==> src/rtl/core/cfv_pkg.sv <==
// Shared types, constants and CRC function for the frame validator.
package cfv_pkg;

  // Receive buffer size in bytes; the length count saturates here
  localparam int BUFFER_BYTES = 64;
  localparam int CNT_W        = $clog2(BUFFER_BYTES + 1);
  localparam int SZ_W         = CNT_W + 1;

  // CRC-16/CCITT-FALSE
  localparam logic [15:0] CRC_INIT = 16'hFFFF;
  localparam logic [15:0] CRC_POLY = 16'h1021;

  // Frame type codes carried in byte 0
  localparam logic [7:0] TYPE_CONTINUOUS = 8'h01;
  localparam logic [7:0] TYPE_TIMED      = 8'h02;
  localparam logic [7:0] TYPE_ACK        = 8'h03;

  // Frame sizes per type
  localparam logic [SZ_W-1:0] SIZE_CONTINUOUS = SZ_W'(27);
  localparam logic [SZ_W-1:0] SIZE_TIMED      = SZ_W'(39);
  localparam logic [SZ_W-1:0] SIZE_ACK        = SZ_W'(8);
  localparam logic [SZ_W-1:0] SIZE_NONE       = '0;

  typedef enum logic [1:0] {
    VERDICT_VALID        = 2'd0,
    VERDICT_TOO_SHORT    = 2'd1,
    VERDICT_CRC_MISMATCH = 2'd2,
    VERDICT_UNKNOWN_TYPE = 2'd3
  } verdict_t;

  typedef struct packed {
    logic [7:0] byte_value;
    logic       last_byte;
  } in_t;

  typedef struct packed {
    logic [7:0]  type_byte;
    verdict_t    verdict;
    logic [6:0]  frame_length;
    logic [31:0] record_id;
    logic [7:0]  acked_command;
    logic [31:0] ack_parameter;
    logic [15:0] computed_crc;
    logic [15:0] received_crc;
  } out_t;

  // Input stage contents handed to the frame checker
  typedef struct packed {
    logic valid;
    in_t  item;
  } stage_t;

  // Frame size for a type code, zero for an unknown type
  function automatic logic [SZ_W-1:0] frame_size(input logic [7:0] t);
    logic [SZ_W-1:0] n;
    case (t)
      TYPE_CONTINUOUS: n = SIZE_CONTINUOUS;
      TYPE_TIMED:      n = SIZE_TIMED;
      TYPE_ACK:        n = SIZE_ACK;
      default:         n = SIZE_NONE;
    endcase
    return n;
  endfunction

  // One byte of CRC, MSB first, eight bit steps unrolled
  function automatic logic [15:0] crc16_byte(input logic [15:0] crc, input logic [7:0] b);
    logic [15:0] c;
    c = crc ^ {b, 8'h00};
    for (int k = 0; k < 8; k++) begin
      c = c[15] ? ({c[14:0], 1'b0} ^ CRC_POLY) : {c[14:0], 1'b0};
    end
    return c;
  endfunction

endpackage

==> src/rtl/core/crc_checked_frame_validator.sv <==
// Frame validator for received radio frames.
//
// Usage: bytes of a frame enter on the in_ channel (valid/ready), one byte
// per transfer, with last_byte set on the final byte. Byte 0 selects the
// frame type and size; a CRC-16/CCITT-FALSE runs over all but the two
// trailer bytes, which hold the stored CRC low byte first.
// One result per frame leaves on the out_ channel (valid/ready): type,
// verdict, length, decoded id or acknowledged command and parameter, and
// both CRC values. Bytes without the last mark give no result.
// Throughput: one byte per cycle unless a final byte waits on a held result,
// set by the single-byte CRC update between input and result registers.
// Path: a last byte goes through the input register into the result register.
// Reset (rst_n low at a clock edge) empties both registers and returns
// the frame state to its start values; no clearing pass is needed.
// Stall: while a result waits on out_ready, non-final bytes still flow in
// and update the frame; a final byte waits in the input register, and
// in_ready drops only when that register is also full.
module crc_checked_frame_validator (
  input  logic          clk,
  input  logic          rst_n,
  input  logic          in_valid,
  output logic          in_ready,
  input  cfv_pkg::in_t  in_data,
  output logic          out_valid,
  input  logic          out_ready,
  output cfv_pkg::out_t out_data
);
  import cfv_pkg::*;

  stage_t stage;
  out_t   result;
  logic   out_free;
  logic   advance;
  logic   load;
  logic   out_valid_r;
  out_t   out_data_r;

  // Move the held byte on unless it is a last byte facing a result not yet taken
  assign out_free = !out_valid_r || out_ready;
  assign advance  = stage.valid && (!stage.item.last_byte || out_free);
  assign load     = advance && stage.item.last_byte;

  cfv_in_stage u_in_stage (
    .clk      (clk),
    .rst_n    (rst_n),
    .in_valid (in_valid),
    .in_ready (in_ready),
    .in_data  (in_data),
    .advance  (advance),
    .stage    (stage)
  );

  cfv_frame_check u_frame_check (
    .clk     (clk),
    .rst_n   (rst_n),
    .advance (advance),
    .item    (stage.item),
    .result  (result)
  );

  // Hold the result until the transfer completes
  always_ff @(posedge clk) begin
    if (!rst_n) begin
      out_valid_r <= 1'b0;
    end else if (load) begin
      out_valid_r <= 1'b1;
    end else if (out_ready) begin
      out_valid_r <= 1'b0;
    end
  end

  always_ff @(posedge clk) begin
    if (load) begin
      out_data_r <= result;
    end
  end

  assign out_valid = out_valid_r;
  assign out_data  = out_data_r;

`ifndef SYNTH
  // A valid frame carries matching CRC values
  a_valid_crc_match: assert property (@(posedge clk) disable iff (!rst_n)
    out_valid && out_data.verdict == VERDICT_VALID
      |-> out_data.computed_crc == out_data.received_crc)
    else $error("valid verdict with differing CRC values");

  // Short or unknown frames report no CRC values
  a_no_crc_on_reject: assert property (@(posedge clk) disable iff (!rst_n)
    out_valid && (out_data.verdict == VERDICT_TOO_SHORT ||
                  out_data.verdict == VERDICT_UNKNOWN_TYPE)
      |-> out_data.computed_crc == 16'h0 && out_data.received_crc == 16'h0)
    else $error("CRC fields set on rejected frame");

  // Identifier fields appear only on a valid verdict
  a_ids_only_valid: assert property (@(posedge clk) disable iff (!rst_n)
    out_valid && out_data.verdict != VERDICT_VALID
      |-> out_data.record_id == 32'h0 && out_data.acked_command == 8'h0 &&
          out_data.ack_parameter == 32'h0)
    else $error("identifier fields set on non-valid frame");

  // A result never gets overwritten before it is taken
  a_no_overwrite: assert property (@(posedge clk) disable iff (!rst_n)
    out_valid_r && !out_ready |-> !load)
    else $error("result register loaded while stalled");

  // Every result counts at least the byte that carried the mark
  a_len_nonzero: assert property (@(posedge clk) disable iff (!rst_n)
    load |-> result.frame_length != 7'd0 || BUFFER_BYTES >= 128)
    else $error("zero frame length on result");
`endif

endmodule

==> src/rtl/core/cfv_in_stage.sv <==
// Input register stage of the frame validator.
module cfv_in_stage (
  input  logic          clk,
  input  logic          rst_n,
  input  logic          in_valid,
  output logic          in_ready,
  input  cfv_pkg::in_t  in_data,
  input  logic          advance,
  output cfv_pkg::stage_t stage
);
  import cfv_pkg::*;

  logic valid_r;
  in_t  item_r;

  // Take a new transfer when empty or when the held byte moves on
  assign in_ready = !valid_r || advance;

  // Hold the valid flag
  always_ff @(posedge clk) begin
    if (!rst_n) begin
      valid_r <= 1'b0;
    end else if (in_ready) begin
      valid_r <= in_valid;
    end
  end

  // Capture the payload
  always_ff @(posedge clk) begin
    if (in_valid && in_ready) begin
      item_r <= in_data;
    end
  end

  assign stage.valid = valid_r;
  assign stage.item  = item_r;

endmodule

==> src/rtl/core/cfv_frame_check.sv <==
// Frame state, CRC update and verdict logic of the frame validator.
module cfv_frame_check (
  input  logic          clk,
  input  logic          rst_n,
  input  logic          advance,
  input  cfv_pkg::in_t  item,
  output cfv_pkg::out_t result
);
  import cfv_pkg::*;

  logic [CNT_W-1:0] count_r, count_nxt;
  logic [15:0]      crc_r, crc_nxt;
  logic [7:0]       type_r, type_nxt;
  logic [15:0]      trl_r, trl_nxt;
  logic [31:0]      id_r, id_nxt;
  logic [7:0]       acmd_r, acmd_nxt;
  logic [31:0]      apar_r, apar_nxt;

  logic [CNT_W-1:0] count_upd;
  logic [15:0]      crc_upd;
  logic [7:0]       type_upd;
  logic [15:0]      trl_upd;
  logic [31:0]      id_upd;
  logic [7:0]       acmd_upd;
  logic [31:0]      apar_upd;
  logic             in_buf;
  logic [SZ_W-1:0]  n;
  logic [SZ_W-1:0]  idx_p1, idx_p2;
  logic [CNT_W+6:0] len_ext;
  logic [7:0]       b;

  assign b = item.byte_value;

  // Fold the current byte into the frame state
  always_comb begin
    in_buf    = {1'b0, count_r} < SZ_W'(BUFFER_BYTES);
    count_upd = count_r;
    crc_upd   = crc_r;
    type_upd  = type_r;
    trl_upd   = trl_r;
    id_upd    = id_r;
    acmd_upd  = acmd_r;
    apar_upd  = apar_r;
    idx_p1    = {1'b0, count_r} + SZ_W'(1);
    idx_p2    = {1'b0, count_r} + SZ_W'(2);
    if (in_buf && count_r == '0) begin
      type_upd = b;
    end
    n = frame_size(type_upd);
    if (in_buf) begin
      if (n != SIZE_NONE) begin
        if (idx_p2 < n) begin
          crc_upd = crc16_byte(crc_r, b);
        end else if (idx_p2 == n) begin
          trl_upd[7:0] = b;
        end else if (idx_p1 == n) begin
          trl_upd[15:8] = b;
        end
      end
      for (int j = 0; j < 4; j++) begin
        if (count_r == CNT_W'(j + 1)) begin
          id_upd[8*j +: 8] = id_r[8*j +: 8] | b;
        end
        if (count_r == CNT_W'(j + 2)) begin
          apar_upd[8*j +: 8] = apar_r[8*j +: 8] | b;
        end
      end
      if (count_r == CNT_W'(1)) begin
        acmd_upd = b;
      end
      count_upd = count_r + CNT_W'(1);
    end
  end

  // Build the verdict from the updated state
  always_comb begin
    len_ext              = {7'd0, count_upd};
    result               = '0;
    result.type_byte     = type_upd;
    result.frame_length  = len_ext[6:0];
    if (n == SIZE_NONE) begin
      result.verdict = VERDICT_UNKNOWN_TYPE;
    end else if ({1'b0, count_upd} < n) begin
      result.verdict = VERDICT_TOO_SHORT;
    end else begin
      result.computed_crc = crc_upd;
      result.received_crc = trl_upd;
      if (crc_upd != trl_upd) begin
        result.verdict = VERDICT_CRC_MISMATCH;
      end else begin
        result.verdict = VERDICT_VALID;
        if (type_upd == TYPE_ACK) begin
          result.acked_command = acmd_upd;
          result.ack_parameter = apar_upd;
        end else begin
          result.record_id = id_upd;
        end
      end
    end
  end

  // Advance the state, clear it after the last byte of a frame
  always_comb begin
    count_nxt = count_r;
    crc_nxt   = crc_r;
    type_nxt  = type_r;
    trl_nxt   = trl_r;
    id_nxt    = id_r;
    acmd_nxt  = acmd_r;
    apar_nxt  = apar_r;
    if (advance) begin
      if (item.last_byte) begin
        count_nxt = '0;
        crc_nxt   = CRC_INIT;
        type_nxt  = '0;
        trl_nxt   = '0;
        id_nxt    = '0;
        acmd_nxt  = '0;
        apar_nxt  = '0;
      end else begin
        count_nxt = count_upd;
        crc_nxt   = crc_upd;
        type_nxt  = type_upd;
        trl_nxt   = trl_upd;
        id_nxt    = id_upd;
        acmd_nxt  = acmd_upd;
        apar_nxt  = apar_upd;
      end
    end
  end

  always_ff @(posedge clk) begin
    if (!rst_n) begin
      count_r <= '0;
      crc_r   <= CRC_INIT;
      type_r  <= '0;
      trl_r   <= '0;
      id_r    <= '0;
      acmd_r  <= '0;
      apar_r  <= '0;
    end else begin
      count_r <= count_nxt;
      crc_r   <= crc_nxt;
      type_r  <= type_nxt;
      trl_r   <= trl_nxt;
      id_r    <= id_nxt;
      acmd_r  <= acmd_nxt;
      apar_r  <= apar_nxt;
    end
  end

endmodule
==> config.mk <==
export PLATFORM = sky130hd
export DESIGN_NAME = crc_checked_frame_validator
export DESIGN_NICKNAME = d
export VERILOG_FILES = /design/src/rtl/core/cfv_pkg.sv /design/src/rtl/core/crc_checked_frame_validator.sv /design/src/rtl/core/cfv_in_stage.sv /design/src/rtl/core/cfv_frame_check.sv
export SDC_FILE = /design/constraint.sdc
export NUM_CORES = 1
export LEC_CHECK = 0
export BUFFER_PORTS_ARGS = -buffer_cell sky130_fd_sc_hd__buf_2
export CORE_UTILIZATION = 43
export CTS_BUF_LIST = sky130_fd_sc_hd__clkbuf_16
export CTS_CLUSTER_DIAMETER = 150
export DETAILED_ROUTE_END_ITERATION = 8
export PLACE_DENSITY_LB_ADDON = 0.2
export SETUP_SLACK_MARGIN = 0.05
export SYNTH_ARGS = -nofsm -noshare
export SYNTH_HDL_FRONTEND = slang
export SYNTH_SLANG_ARGS = --single-unit
==> constraint.sdc <==
create_clock -name clk -period 6.36 [get_ports clk]
set_clock_uncertainty 0.15 [all_clocks]
set_input_delay 0.318 -clock clk [delete_from_list [all_inputs] [get_ports clk]]
set_output_delay 0.318 -clock clk [all_outputs]
set_load 0.1 [all_outputs]
==> impl_metrics.prom, run 1 <==
# TYPE chip_impl_metric gauge
chip_impl_metric{name="syn_to_final_growth",unit="%"} 17.3
chip_impl_metric{name="dp_hpwl",unit="um"} 17700
chip_impl_metric{name="cell_count_post_placement",unit=""} 1452
chip_impl_metric{name="critical_path_data_required_time",unit="ns"} 6.58
chip_impl_metric{name="avgViaCountPerCell",unit=""} 5.30
chip_impl_metric{name="die-height",unit="um"} 162
chip_impl_metric{name="grt_pass1_wl",unit="um"} 43000
chip_impl_metric{name="finish.net_count",unit=""} 1191
chip_impl_metric{name="syn_area",unit="um2"} 11000
chip_impl_info{name="cts_tree",value="yes"} 1
chip_impl_metric{name="fin_setup_tns",unit="ns"} 0
chip_impl_metric{name="cell_internal_power",unit="mW"} 2.66
chip_impl_metric{name="power.leakage",unit="nW"} 4.58
chip_impl_metric{name="groute.usage.overall",unit="%"} 20.8
chip_impl_metric{name="clock_power_share",unit="%"} 41.2
chip_impl_metric{name="p_per_area",unit="nW/um2"} 278
chip_impl_metric{name="final-instance-count-excl-fill",unit=""} 1511
chip_impl_info{name="cts_root_buf",value="clkbuf_16"} 1
chip_impl_metric{name="worst-endpoint-arrival",unit="ns"} 5.57
chip_impl_info{name="timing.critical_path.from_type",value="flop"} 1
chip_impl_info{name="holdCritPathClass",value="in -> reg"} 1
chip_impl_metric{name="die_area",unit="um2"} 26300
chip_impl_metric{name="tightest_slew",unit="ns"} 1.18
chip_impl_metric{name="syn_nets",unit=""} 1074
chip_impl_info{name="final_common_cell",value="nor2_1"} 1
chip_impl_metric{name="synthesis.yosys.warnings",unit=""} 0
chip_impl_metric{name="tritoncts.num_buffers",unit=""} 26
chip_impl_metric{name="synth-edff-count",unit=""} 130
chip_impl_metric{name="pwr-share-seq",unit="%"} 48.8
chip_impl_metric{name="syn_area_per_cell",unit="um2"} 10.5
chip_impl_info{name="highest_count_cells_in_the_layout_ignoring_fill_and_taps",value="177 x nor2_1, 135 x buf_2, 130 x edfxtp_1"} 1
chip_impl_metric{name="synth.yosys.seq_area_share",unit="%"} 57.4
chip_impl_info{name="worstPathCellList",value="inv_1 -> ha_1 -> nor4b_2 -> nand2_1 -> o41ai_2 -> inv_1 -> ha_1 -> nand4b_1 -> a31oi_1 -> a21o_1 -> o2111ai_1 -> a2111oi_2 -> buf_4 -> mux2i_1 -> xor2_1 -> nor4_4 -> nand4b_2 -> buf_4 -> nor3_2"} 1
chip_impl_metric{name="crit_path_buffers_inverters",unit=""} 4
chip_impl_metric{name="achievable_freq",unit="MHz"} 187
chip_impl_metric{name="design.portCount",unit=""} 136
chip_impl_metric{name="grt_antenna_before_repair",unit=""} 0
chip_impl_metric{name="globalRoute.totalOverflow",unit=""} 0
chip_impl_metric{name="synthesis.instances",unit=""} 1044
chip_impl_metric{name="gp_congestion",unit=""} 0.867
chip_impl_metric{name="finalCritPeriodShare",unit="%"} 84.2
chip_impl_metric{name="drive_above_1_share",unit="%"} 20.2
chip_impl_metric{name="power_switching_share",unit="%"} 25.8
chip_impl_metric{name="yosysUniqueCellTypes",unit=""} 60
chip_impl_metric{name="vdd_drop_max",unit="uV"} 171
chip_impl_metric{name="grt_max_degree",unit=""} 86
chip_impl_metric{name="period_minus_ws_final",unit="ns"} 5.35
chip_impl_metric{name="start_util",unit="%"} 43.7
chip_impl_info{name="cp_slowest_cell",value="o41ai_2"} 1
chip_impl_metric{name="worst_slew_margin_rel",unit="%"} 21.3
chip_impl_metric{name="first_pass_iters",unit=""} 5
chip_impl_metric{name="core_area",unit="um2"} 25200
chip_impl_metric{name="cts_buffer_depth",unit=""} 3
chip_impl_metric{name="cts_max_level",unit=""} 1
chip_impl_metric{name="fin_worst_hold_slack",unit="ns"} 0.205
chip_impl_metric{name="worstSkewPairLatency",unit="ns"} 0.53
chip_impl_info{name="rsz0062_at_grt",value="false"} 1
chip_impl_metric{name="wirelength",unit="um"} 27200
chip_impl_metric{name="clk_pin_slew",unit="ns"} 0.06
chip_impl_info{name="run_status",value="complete, no violations"} 1
chip_impl_metric{name="post_drt_wl_per_cell",unit="um"} 18.0
chip_impl_metric{name="drv_cap",unit=""} 0
chip_impl_metric{name="power.combinational.fraction",unit="%"} 10.0
chip_impl_metric{name="final-setup-viol-count",unit=""} 0
chip_impl_metric{name="final_antenna_net_count",unit=""} 0
chip_impl_metric{name="rows",unit=""} 58
chip_impl_metric{name="route.vias.total",unit=""} 8001
chip_impl_info{name="worst_setup_path_end_kind",value="flop"} 1
chip_impl_metric{name="die_w",unit="um"} 162
chip_impl_metric{name="critical_path_peak_fanout",unit=""} 32
chip_impl_info{name="crit_family",value="simple AND/OR/NAND/NOR gates"} 1
chip_impl_metric{name="timing.final.max_slew_violations",unit=""} 0
chip_impl_info{name="top_ff_cell_synth",value="edfxtp_1"} 1
chip_impl_metric{name="n_antenna_cell",unit=""} 0
chip_impl_metric{name="first_global_vias",unit=""} 7714
chip_impl_metric{name="remaining_design_rule_violation_count",unit=""} 0
chip_impl_metric{name="post_cts_resized",unit=""} 0
chip_impl_metric{name="cts_sink_count",unit=""} 251
chip_impl_metric{name="number_of_synthesized_register_bits",unit=""} 251
chip_impl_metric{name="initialDrtViolationCount",unit=""} 591
chip_impl_info{name="worst-setup-path-type",value="reg -> reg"} 1
chip_impl_metric{name="share_of_synthesized_flip_flops_with_an_asynchronous_set_or_reset",unit="%"} 0
chip_impl_metric{name="hold_viol",unit=""} 0
chip_impl_metric{name="buffer_ports.inserted",unit=""} 135
chip_impl_metric{name="p_sw",unit="mW"} 0.928
chip_impl_metric{name="critical_path.max_stage_delay",unit="ns"} 0.45
worst paths after layout:
check	slack, ns	startpoint	cells past startpoint	to
worst max-delay path	1.01	u_frame_check.count_r[1]	19	out_data[89]
worst min-delay path	0.20	rst_n	2	out_valid
worst max register to register	1.01	u_frame_check.count_r[1]	19	out_data[89]
worst min register to register	0.32	u_frame_check.id_r[24]	1	u_frame_check.id_r[24]
synthesized netlist by cell type (23+ instances only):
| cell | n | area share (%) |
|---|---|---|
| nand2_1 | 71 | 2.4 |
| a21oi_1 | 90 | 4.1 |
| xor2_1 | 23 | 1.8 |
| clkbuf_1 | 62 | 2.1 |
| mux2i_1 | 34 | 3.1 |
| nor2b_1 | 42 | 2.4 |
| xnor2_1 | 32 | 2.5 |
| dfxtp_1 | 121 | 22 |
| edfxtp_1 | 130 | 35 |
| nor3_2 | 31 | 2.8 |
| nor2_1 | 177 | 6.0 |
| a22oi_1 | 31 | 2.1 |
worst reg2reg max path, cell delays in order, from the launching register on:
cell       delay [ns]
dfxtp_1          0.39
inv_1            0.15
ha_1             0.17
nor4b_2          0.24
nand2_1          0.37
o41ai_2          0.45
inv_1            0.18
ha_1             0.35
nand4b_1         0.11
a31oi_1          0.18
a21o_1           0.13
o2111ai_1        0.13
a2111oi_2        0.31
buf_4            0.28
mux2i_1          0.36
xor2_1           0.16
nor4_4           0.37
nand4b_2         0.14
buf_4            0.30
nor3_2           0.29
what timing repair did:
action / CTS / global route
hold buffers: 11 / 0
hold endpoints to repair: 11 / 0
buffers inserted: 0 / 0
flip-flops by register name, summed over array words and instances, names as in the netlist:
signal,count
u_in_stage.stage,9
out_data,121
u_in_stage.valid_r,1
u_frame_check.apar_r,32
out_valid,1
u_frame_check.crc_r,16
u_frame_check.trl_r,16
u_frame_check.acmd_r,8
u_frame_check.type_r,8
u_frame_check.count_r,7
u_frame_check.id_r,32
power by group through the flow:
stage | registers [mW] | clock network (mW) | logic [mW]
after floorplan | 1.95 | 0 | 0.116
after global placement | 1.79 | 0 | 0.352
after detailed placement | 1.79 | 0 | 0.353
after CTS | 1.75 | 1.52 | 0.359
after global routing | 1.76 | 1.58 | 0.375
final | 1.75 | 1.48 | 0.358
cell families after synthesis:
kind of cell | share of synthesized area (%)
multiplexers | 3.40
buffers and inverters | 3.37
flip-flops | 57.4
adder cells (fa/ha/maj) | 1.93
AO/OA/AOI/OAI | 11.2
XOR/XNOR | 4.37
AND/OR/NAND/NOR | 18.3
final cells by class:
cell class / instances / area [um2]
Timing Repair Buffer: 168 / 951
Tap cell: 330 / 413
Clock buffer: 26 / 651
Multi-Input combinational cell: 701 / 4340
Sequential cell: 251 / 6330
Fill cell: 2315 / 12300
Inverter: 13 / 48.8
Clock inverter: 22 / 185
through the flow:
step	setup WS, ns	instance area, um2	power [mW]	utilization (%)
finish	1.01	12900	3.59	51.3
global route	0.484	12900	3.71	51.3
CTS	1.03	12900	3.63	51.3
detailed placement	1.05	12000	2.14	47.5
global placement	1.18	12000	2.14	47.5
floorplan	1.16	11000	2.07	-
per-layer routing:
layer	track usage (%)	vias to the layer above	wire length [um]
met5	0	-	0
met4	5.27	0	531
met3	2.78	38	1430
met2	32.8	213	12400
met1	30.1	3855	12900
li1	-	3895	-
(Power assumes the default switching activity.)
==> run 2: changes to the inputs <==
- ABC_AREA: default -> 1
- clock period: 6.36 -> 4.9 ns (I/O delays scaled with it)
==> run 2 against run 1 <==
Non-clock buffer count up 20; core utilization rose by 2.3 points; count of clock-buffer cells in the layout is 1 higher; register-to-register slack lost 0.62 ns; cell count up 13%; critical path depth up 14; wire length up 2.7%.
==> impl_metrics.prom, run 2 <==
# TYPE chip_impl_metric gauge
chip_impl_info{name="yosys-top-cells-area",value="edfxtp_1 36%, dfxtp_1 22%, nand2_1 7.6%, nor2_1 6.4%, a21oi_1 6.1%"} 1
chip_impl_metric{name="cts_buffer_depth",unit=""} 3
chip_impl_metric{name="dp_hpwl",unit="um"} 18000
chip_impl_info{name="cp_slowest_cell",value="dfxtp_4"} 1
chip_impl_metric{name="post_drt_wl_per_cell",unit="um"} 16.3
chip_impl_metric{name="worst-endpoint-arrival",unit="ns"} 4.76
chip_impl_metric{name="first_global_vias",unit=""} 7912
chip_impl_metric{name="core_area",unit="um2"} 24600
chip_impl_metric{name="rows",unit=""} 57
chip_impl_metric{name="p_sw",unit="mW"} 1.22
chip_impl_metric{name="synth_compound_area_share",unit="%"} 8.68
chip_impl_info{name="timing.critical_path.from_type",value="flop"} 1
chip_impl_info{name="highest_count_cells_in_the_layout_ignoring_fill_and_taps",value="215 x nand2_1, 184 x nor2_1, 135 x buf_2"} 1
chip_impl_metric{name="syn_area",unit="um2"} 10900
chip_impl_metric{name="final-setup-viol-count",unit=""} 0
chip_impl_metric{name="yosysUniqueCellTypes",unit=""} 32
chip_impl_info{name="post-synth-top-area-cell",value="edfxtp_1"} 1
chip_impl_metric{name="die-height",unit="um"} 161
chip_impl_metric{name="number_of_synthesized_register_bits",unit=""} 251
chip_impl_metric{name="worstSkewPairLatency",unit="ns"} 0.54
chip_impl_metric{name="fin_worst_hold_slack",unit="ns"} 0.189
chip_impl_metric{name="final_antenna_net_count",unit=""} 0
chip_impl_metric{name="power_switching_share",unit="%"} 25.8
chip_impl_metric{name="clk_pin_slew",unit="ns"} 0.06
chip_impl_metric{name="tightest_slew",unit="ns"} 1.16
chip_impl_metric{name="multiInputGateArea",unit="um2"} 4090
chip_impl_metric{name="synth.top_cell.area_share",unit="%"} 35.8
chip_impl_info{name="yosys-top-cells-count",value="221 x nand2_1, 187 x nor2_1, 134 x a21oi_1"} 1
chip_impl_metric{name="synth_simple_gate_area_share",unit="%"} 23.2
chip_impl_metric{name="period_minus_ws_final",unit="ns"} 4.51
chip_impl_metric{name="finalCritPeriodShare",unit="%"} 92.1
chip_impl_metric{name="design.portCount",unit=""} 136
chip_impl_metric{name="route.vias.total",unit=""} 8645
chip_impl_metric{name="p_per_area",unit="nW/um2"} 359
chip_impl_metric{name="wirelength",unit="um"} 27900
chip_impl_metric{name="drv_cap",unit=""} 0
chip_impl_metric{name="critical_path_data_required_time",unit="ns"} 5.14
chip_impl_metric{name="tritoncts.num_buffers",unit=""} 27
chip_impl_info{name="worst-setup-path-type",value="reg -> reg"} 1
chip_impl_metric{name="synth-edff-count",unit=""} 130
chip_impl_metric{name="share_of_synthesized_flip_flops_with_an_asynchronous_set_or_reset",unit="%"} 0
chip_impl_metric{name="hold_viol",unit=""} 0
chip_impl_metric{name="synth.yosys.seq_area_share",unit="%"} 58.0
chip_impl_metric{name="initialDrtViolationCount",unit=""} 671
chip_impl_metric{name="die_w",unit="um"} 161
chip_impl_metric{name="n_antenna_cell",unit=""} 0
chip_impl_metric{name="worst_slew_margin_rel",unit="%"} 22.1
chip_impl_metric{name="start_util",unit="%"} 44.3
chip_impl_metric{name="fin_setup_tns",unit="ns"} 0
chip_impl_metric{name="buffer_ports.inserted",unit=""} 135
chip_impl_metric{name="num-fill-cells",unit=""} 2259
chip_impl_metric{name="cts_sink_count",unit=""} 251
chip_impl_metric{name="share_of_synthesized_area_spent_on_multiplexers",unit="%"} 0
chip_impl_metric{name="gp_congestion",unit=""} 0.870
chip_impl_metric{name="timing.final.max_slew_violations",unit=""} 0
chip_impl_metric{name="cell_count_post_placement",unit=""} 1640
chip_impl_metric{name="syn_area_per_cell",unit="um2"} 9.04
chip_impl_metric{name="globalRoute.totalOverflow",unit=""} 0
chip_impl_metric{name="pwr-share-seq",unit="%"} 47.8
chip_impl_metric{name="vdd_drop_max",unit="uV"} 240
chip_impl_metric{name="cell_internal_power",unit="mW"} 3.51
chip_impl_metric{name="post_synth_xor_area_fraction",unit="%"} 2.57
chip_impl_metric{name="syn_to_final_growth",unit="%"} 21.0
chip_impl_info{name="cts_root_buf",value="clkbuf_16"} 1
chip_impl_metric{name="syn_nets",unit=""} 1236
chip_impl_metric{name="synthesis.instances",unit=""} 1206
chip_impl_metric{name="fin_util",unit="%"} 53.6
chip_impl_info{name="combinational_family_with_the_most_area_after_synthesis",value="simple AND/OR/NAND/NOR gates"} 1
chip_impl_metric{name="synth-adder-area-share",unit="%"} 1.95
chip_impl_metric{name="grt_max_degree",unit=""} 81
chip_impl_metric{name="sequential_cell_area",unit="um2"} 6330
chip_impl_metric{name="final-instance-count-excl-fill",unit=""} 1712
chip_impl_info{name="crit_path_frequent_cell",value="nand2_1"} 1
chip_impl_info{name="top_ff_cell_synth",value="edfxtp_1"} 1
chip_impl_info{name="final_common_cell",value="nand2_1"} 1
chip_impl_metric{name="grt_antenna_before_repair",unit=""} 0
chip_impl_metric{name="groute.usage.overall",unit="%"} 21.1
chip_impl_metric{name="remaining_design_rule_violation_count",unit=""} 0
chip_impl_metric{name="finish.net_count",unit=""} 1397
chip_impl_metric{name="first_pass_iters",unit=""} 7
chip_impl_metric{name="largest_register_ffs",unit=""} 121
chip_impl_metric{name="synthesis.yosys.warnings",unit=""} 0
chip_impl_metric{name="avgViaCountPerCell",unit=""} 5.05
chip_impl_metric{name="worst-r2r-setup-slack",unit="ns"} 0.39
chip_impl_metric{name="power.leakage",unit="nW"} 5.27
chip_impl_metric{name="drive_above_1_share",unit="%"} 20.6
chip_impl_metric{name="clock_power_share",unit="%"} 42.2
chip_impl_metric{name="critical_path_peak_fanout",unit=""} 20
chip_impl_metric{name="die_area",unit="um2"} 26000
chip_impl_metric{name="power.combinational.fraction",unit="%"} 10.0
chip_impl_metric{name="cts_max_level",unit=""} 1
chip_impl_info{name="rsz0062_at_grt",value="false"} 1
chip_impl_metric{name="grt_pass1_wl",unit="um"} 43100
chip_impl_metric{name="critical_path.max_stage_delay",unit="ns"} 0.38
chip_impl_info{name="holdCritPathClass",value="in -> reg"} 1
chip_impl_info{name="yosys.cell_count.top_type",value="nand2_1"} 1
chip_impl_info{name="run_status",value="complete, no violations"} 1
chip_impl_info{name="worst_setup_path_end_kind",value="flop"} 1
chip_impl_info{name="cts_tree",value="yes"} 1
chip_impl_metric{name="achievable_freq",unit="MHz"} 222
run 2: stage by stage:
stage	area (um2)	total power, mW	setup WS (ns)
final	13200	4.73	0.386
after global routing	13200	4.90	0.0358
after CTS	13000	4.78	0.103
after detailed placement	12000	2.77	0.0755
after global placement	12000	2.77	0.179
after floorplan	10900	2.66	0.648
run 2: cell families (layout without fill, tap and decap cells):
logic type,after synthesis,count (layout)
simple gates,572,575
flops,251,251
xor+xnor,32,32
buf+inv,146,325
compound gates,188,188
fa+ha+maj,17,17
run 2: metal layers:
layer,share of wire (%),GRT usage (%)
met1,46,29.4
met2,46,34.2
met3,6.7,3.62
met4,1.8,5.06
met5,0,0
run 2: cell type report:
type | count | area share [%]
multi-input combinational | 812 | 31.0
tap | 324 | 3.07
clock inverter | 23 | 1.51
sequential | 251 | 48.0
timing repair buffer | 188 | 8.78
clock buffer | 27 | 5.12
inverter | 87 | 2.51
run 2: repair_timing:
item,CTS,global route
gates resized for setup,1,23
pin swaps,0,9
endpoints found under the setup margin,2,73
hold buffers,12,0
buffers inserted,0,6
cloned,0,4
endpoints found under the hold margin,11,0
run 2: worst max-delay path, delay by kind of cell (launching register included):
family                     cells  cell delay (ns)
AOI/OAI and AO/OA              2             0.35
adders and majority gates      2             0.51
buffers and inverters          6             0.66
DFF                            1             0.38
and+or+nand+nor               23             2.30
run 2: power by group through the flow:
stage | Sequential (mW) | Clock [mW] | Combinational [mW]
floorplan | 2.46 | 0 | 0.193
global placement | 2.31 | 0 | 0.457
detailed placement | 2.31 | 0 | 0.457
CTS | 2.26 | 2.04 | 0.466
global route | 2.27 | 2.13 | 0.506
finish | 2.26 | 2.00 | 0.473
run 2: final timing paths:
| path | start | depth (start not counted) | to |
|---|---|---|---|
| setup / recovery | u_frame_check.count_r[1] | 33 | out_data[52] |
| hold / removal | in_valid | 3 | u_in_stage.stage[0] |
| setup reg to reg | u_frame_check.count_r[1] | 33 | out_data[52] |
| hold reg to reg | u_frame_check.acmd_r[6] | 2 | u_frame_check.acmd_r[6] |
==> run 3: changes to the inputs <==
- ABC_AREA: 1 -> default
- CAP_MARGIN: default -> 20
==> run 3 against run 2 <==
Non-clock buffer count grew 23; total power shrank 4.7%; count of clock-buffer cells in the layout shrank 1.
==> impl_metrics.prom, run 3 (synthesized netlist as in run 1, its figures left out) <==
# TYPE chip_impl_metric gauge
chip_impl_metric{name="largest_register_ffs",unit=""} 121
chip_impl_metric{name="initialDrtViolationCount",unit=""} 634
chip_impl_metric{name="die_w",unit="um"} 162
chip_impl_info{name="holdCritPathClass",value="in -> reg"} 1
chip_impl_info{name="worstPathCellList",value="inv_2 -> ha_4 -> or4b_4 -> o211ai_1 -> o311ai_2 -> inv_2 -> ha_4 -> nand4b_1 -> a31oi_2 -> a21o_1 -> o2111ai_2 -> a2111oi_4 -> buf_6 -> mux2i_4 -> xor2_2 -> nor4_4 -> nand4_1 -> buf_6 -> clkbuf_16 -> a21oi_2"} 1
chip_impl_metric{name="grt_pass1_wl",unit="um"} 42800
chip_impl_metric{name="pwr-share-seq",unit="%"} 50.4
chip_impl_info{name="final_common_cell",value="nor2_1"} 1
chip_impl_metric{name="tightest_slew",unit="ns"} 0.961
chip_impl_metric{name="worst_slew_margin_rel",unit="%"} 35.9
chip_impl_metric{name="p_per_area",unit="nW/um2"} 330
chip_impl_metric{name="first_pass_iters",unit=""} 5
chip_impl_metric{name="post_drt_wl_per_cell",unit="um"} 18.6
chip_impl_metric{name="hold_viol",unit=""} 0
chip_impl_info{name="timing.critical_path.from_type",value="flop"} 1
chip_impl_metric{name="power_switching_share",unit="%"} 26.8
chip_impl_metric{name="timing.final.max_slew_violations",unit=""} 0
chip_impl_metric{name="cts_max_level",unit=""} 1
chip_impl_metric{name="final_antenna_net_count",unit=""} 0
chip_impl_metric{name="design.portCount",unit=""} 136
chip_impl_metric{name="cts_sink_count",unit=""} 251
chip_impl_metric{name="critical_path_peak_fanout",unit=""} 10
chip_impl_metric{name="vdd_drop_max",unit="uV"} 224
chip_impl_info{name="highest_count_cells_in_the_layout_ignoring_fill_and_taps",value="152 x nor2_1, 135 x buf_2, 130 x edfxtp_1"} 1
chip_impl_metric{name="min_delay_path_depth",unit=""} 2
chip_impl_metric{name="cell_internal_power",unit="mW"} 3.30
chip_impl_metric{name="n_antenna_cell",unit=""} 0
chip_impl_metric{name="remaining_design_rule_violation_count",unit=""} 0
chip_impl_metric{name="first_global_vias",unit=""} 7728
chip_impl_metric{name="groute.usage.overall",unit="%"} 20.9
chip_impl_metric{name="rows",unit=""} 58
chip_impl_metric{name="die_area",unit="um2"} 26300
chip_impl_metric{name="drv_cap",unit=""} 0
chip_impl_metric{name="avgViaCountPerCell",unit=""} 5.32
chip_impl_metric{name="core_area",unit="um2"} 25200
chip_impl_info{name="run_status",value="complete, no violations"} 1
chip_impl_metric{name="placedInstanceArea",unit="um2"} 12200
chip_impl_metric{name="drive_above_1_share",unit="%"} 27.8
chip_impl_info{name="cts_root_buf",value="clkbuf_16"} 1
chip_impl_metric{name="period_minus_ws_final",unit="ns"} 4.81
chip_impl_metric{name="route.vias.total",unit=""} 8271
chip_impl_metric{name="dp_hpwl",unit="um"} 18200
chip_impl_metric{name="gp_congestion",unit=""} 0.885
chip_impl_metric{name="globalRoute.totalOverflow",unit=""} 0
chip_impl_info{name="rsz0062_at_grt",value="true"} 1
chip_impl_metric{name="finalCritPeriodShare",unit="%"} 98.1
chip_impl_metric{name="cts_buffer_depth",unit=""} 3
chip_impl_metric{name="tritoncts.num_buffers",unit=""} 26
chip_impl_metric{name="final_std_cell_area_no_fill",unit="um2"} 13700
chip_impl_metric{name="clk_pin_slew",unit="ns"} 0.06
chip_impl_metric{name="fin_worst_hold_slack",unit="ns"} 0.165
chip_impl_metric{name="achievable_freq",unit="MHz"} 208
chip_impl_metric{name="grt_max_degree",unit=""} 65
chip_impl_metric{name="fin_setup_tns",unit="ns"} 0
chip_impl_metric{name="critical_path_data_required_time",unit="ns"} 5.14
chip_impl_metric{name="grt_antenna_before_repair",unit=""} 0
chip_impl_info{name="worst-setup-path-type",value="reg -> reg"} 1
chip_impl_metric{name="buffer_ports.inserted",unit=""} 135
chip_impl_metric{name="critical_path.max_stage_delay",unit="ns"} 0.50
chip_impl_metric{name="syn_to_final_growth",unit="%"} 24.1
chip_impl_metric{name="power.combinational.fraction",unit="%"} 10.9
chip_impl_metric{name="worstSkewPairLatency",unit="ns"} 0.54
chip_impl_info{name="worst_setup_path_end_kind",value="flop"} 1
chip_impl_metric{name="start_util",unit="%"} 43.7
chip_impl_metric{name="finish.net_count",unit=""} 1234
chip_impl_info{name="cp_slowest_cell",value="or4b_4"} 1
chip_impl_metric{name="wirelength",unit="um"} 28900
chip_impl_metric{name="clock_power_share",unit="%"} 38.8
chip_impl_info{name="cts_tree",value="yes"} 1
chip_impl_metric{name="final-setup-viol-count",unit=""} 0
chip_impl_metric{name="reg2regPathDepth",unit=""} 20
chip_impl_metric{name="p_sw",unit="mW"} 1.21
chip_impl_metric{name="power.leakage",unit="nW"} 4.89
chip_impl_metric{name="fin_util",unit="%"} 54.3
chip_impl_metric{name="worst-endpoint-arrival",unit="ns"} 5.05
chip_impl_metric{name="die-height",unit="um"} 162
==> run 3: cell types whose count changed in the layout (fill, tap and decap cells not counted), moves of 16 or more <==
cell and change:
a21oi_1 -52, a22oi_1 +31, buf_4 +17, inv_1 -60, mux2i_1 +26, nand2_1 -146
nand3_1 -33, nor2_1 -32, nor2b_1 +41, nor3_1 -63, nor3_2 +25, o21a_1 +20
o21ai_0 -23, xnor2_1 +16
==> run 3: final timing paths <==
check | from | to | slack (ns)
hold reg to reg | u_frame_check.apar_r[22] | u_frame_check.apar_r[22] | 0.32
setup reg to reg | u_frame_check.count_r[0] | out_data[67] | 0.09
setup / recovery | u_frame_check.count_r[0] | out_data[67] | 0.09
hold / removal | rst_n | u_frame_check.count_r[1] | 0.16
==> run 3: power groups by stage <==
| stage | Combinational (mW) | Clock, mW | Sequential (mW) |
|---|---|---|---|
| after floorplan | 0.150 | 0 | 2.53 |
| after global placement | 0.470 | 0 | 2.32 |
| after detailed placement | 0.472 | 0 | 2.32 |
| after CTS | 0.480 | 1.78 | 2.27 |
| after global routing | 0.513 | 1.86 | 2.28 |
| final | 0.490 | 1.75 | 2.27 |
==> run 3: repair_timing <==
action                                  4_1_cts  5_1_grt
pin swaps                                     0       12
gates cloned                                  0        6
setup buffers                                 1       11
hold buffers                                 12        0
endpoints found under the hold margin        11        0
endpoints found under the setup margin       14       73
resized for setup                             3       91
==> run 3: metal layers <==
layer	share of wire (%)	global-route usage [%]	vias to the layer above	wire length, um
met5	0	0	-	0
met4	2.0	6.39	0	568
met3	5.0	3.19	42	1450
met2	47	33.4	216	13600
met1	46	29.3	4013	13300
li1	-	-	4000	-
==> run 3: layout make-up <==
class	count	area (um2)
clock buffer	26	651
clock inverter	22	96.3
fill	2240	11500
inverter	13	48.8
multi-input combinational	701	4740
sequential	251	6330
tap	330	413
timing repair buffer	211	1400
==> run 3: worst max-delay path: cells and delay by family, from the launching register on <==
family / cells / cell delay, ns
flops: 1 / 0.32
fa+ha+maj: 2 / 0.29
simple gates: 4 / 1.23
xor+xnor: 1 / 0.11
buf+inv: 5 / 0.78
mux: 1 / 0.29
compound gates: 7 / 1.49
==> run 3: stage by stage <==
stage | total power [mW] | setup WS [ns] | cells
finish | 4.51 | 0.0908 | 1554
global route | 4.64 | -0.127 | 1554
CTS | 4.53 | 0.0508 | 1537
detailed placement | 2.79 | 0.0192 | 1476
global placement | 2.79 | 0.0762 | 1476
floorplan | 2.68 | 0.568 | 1044
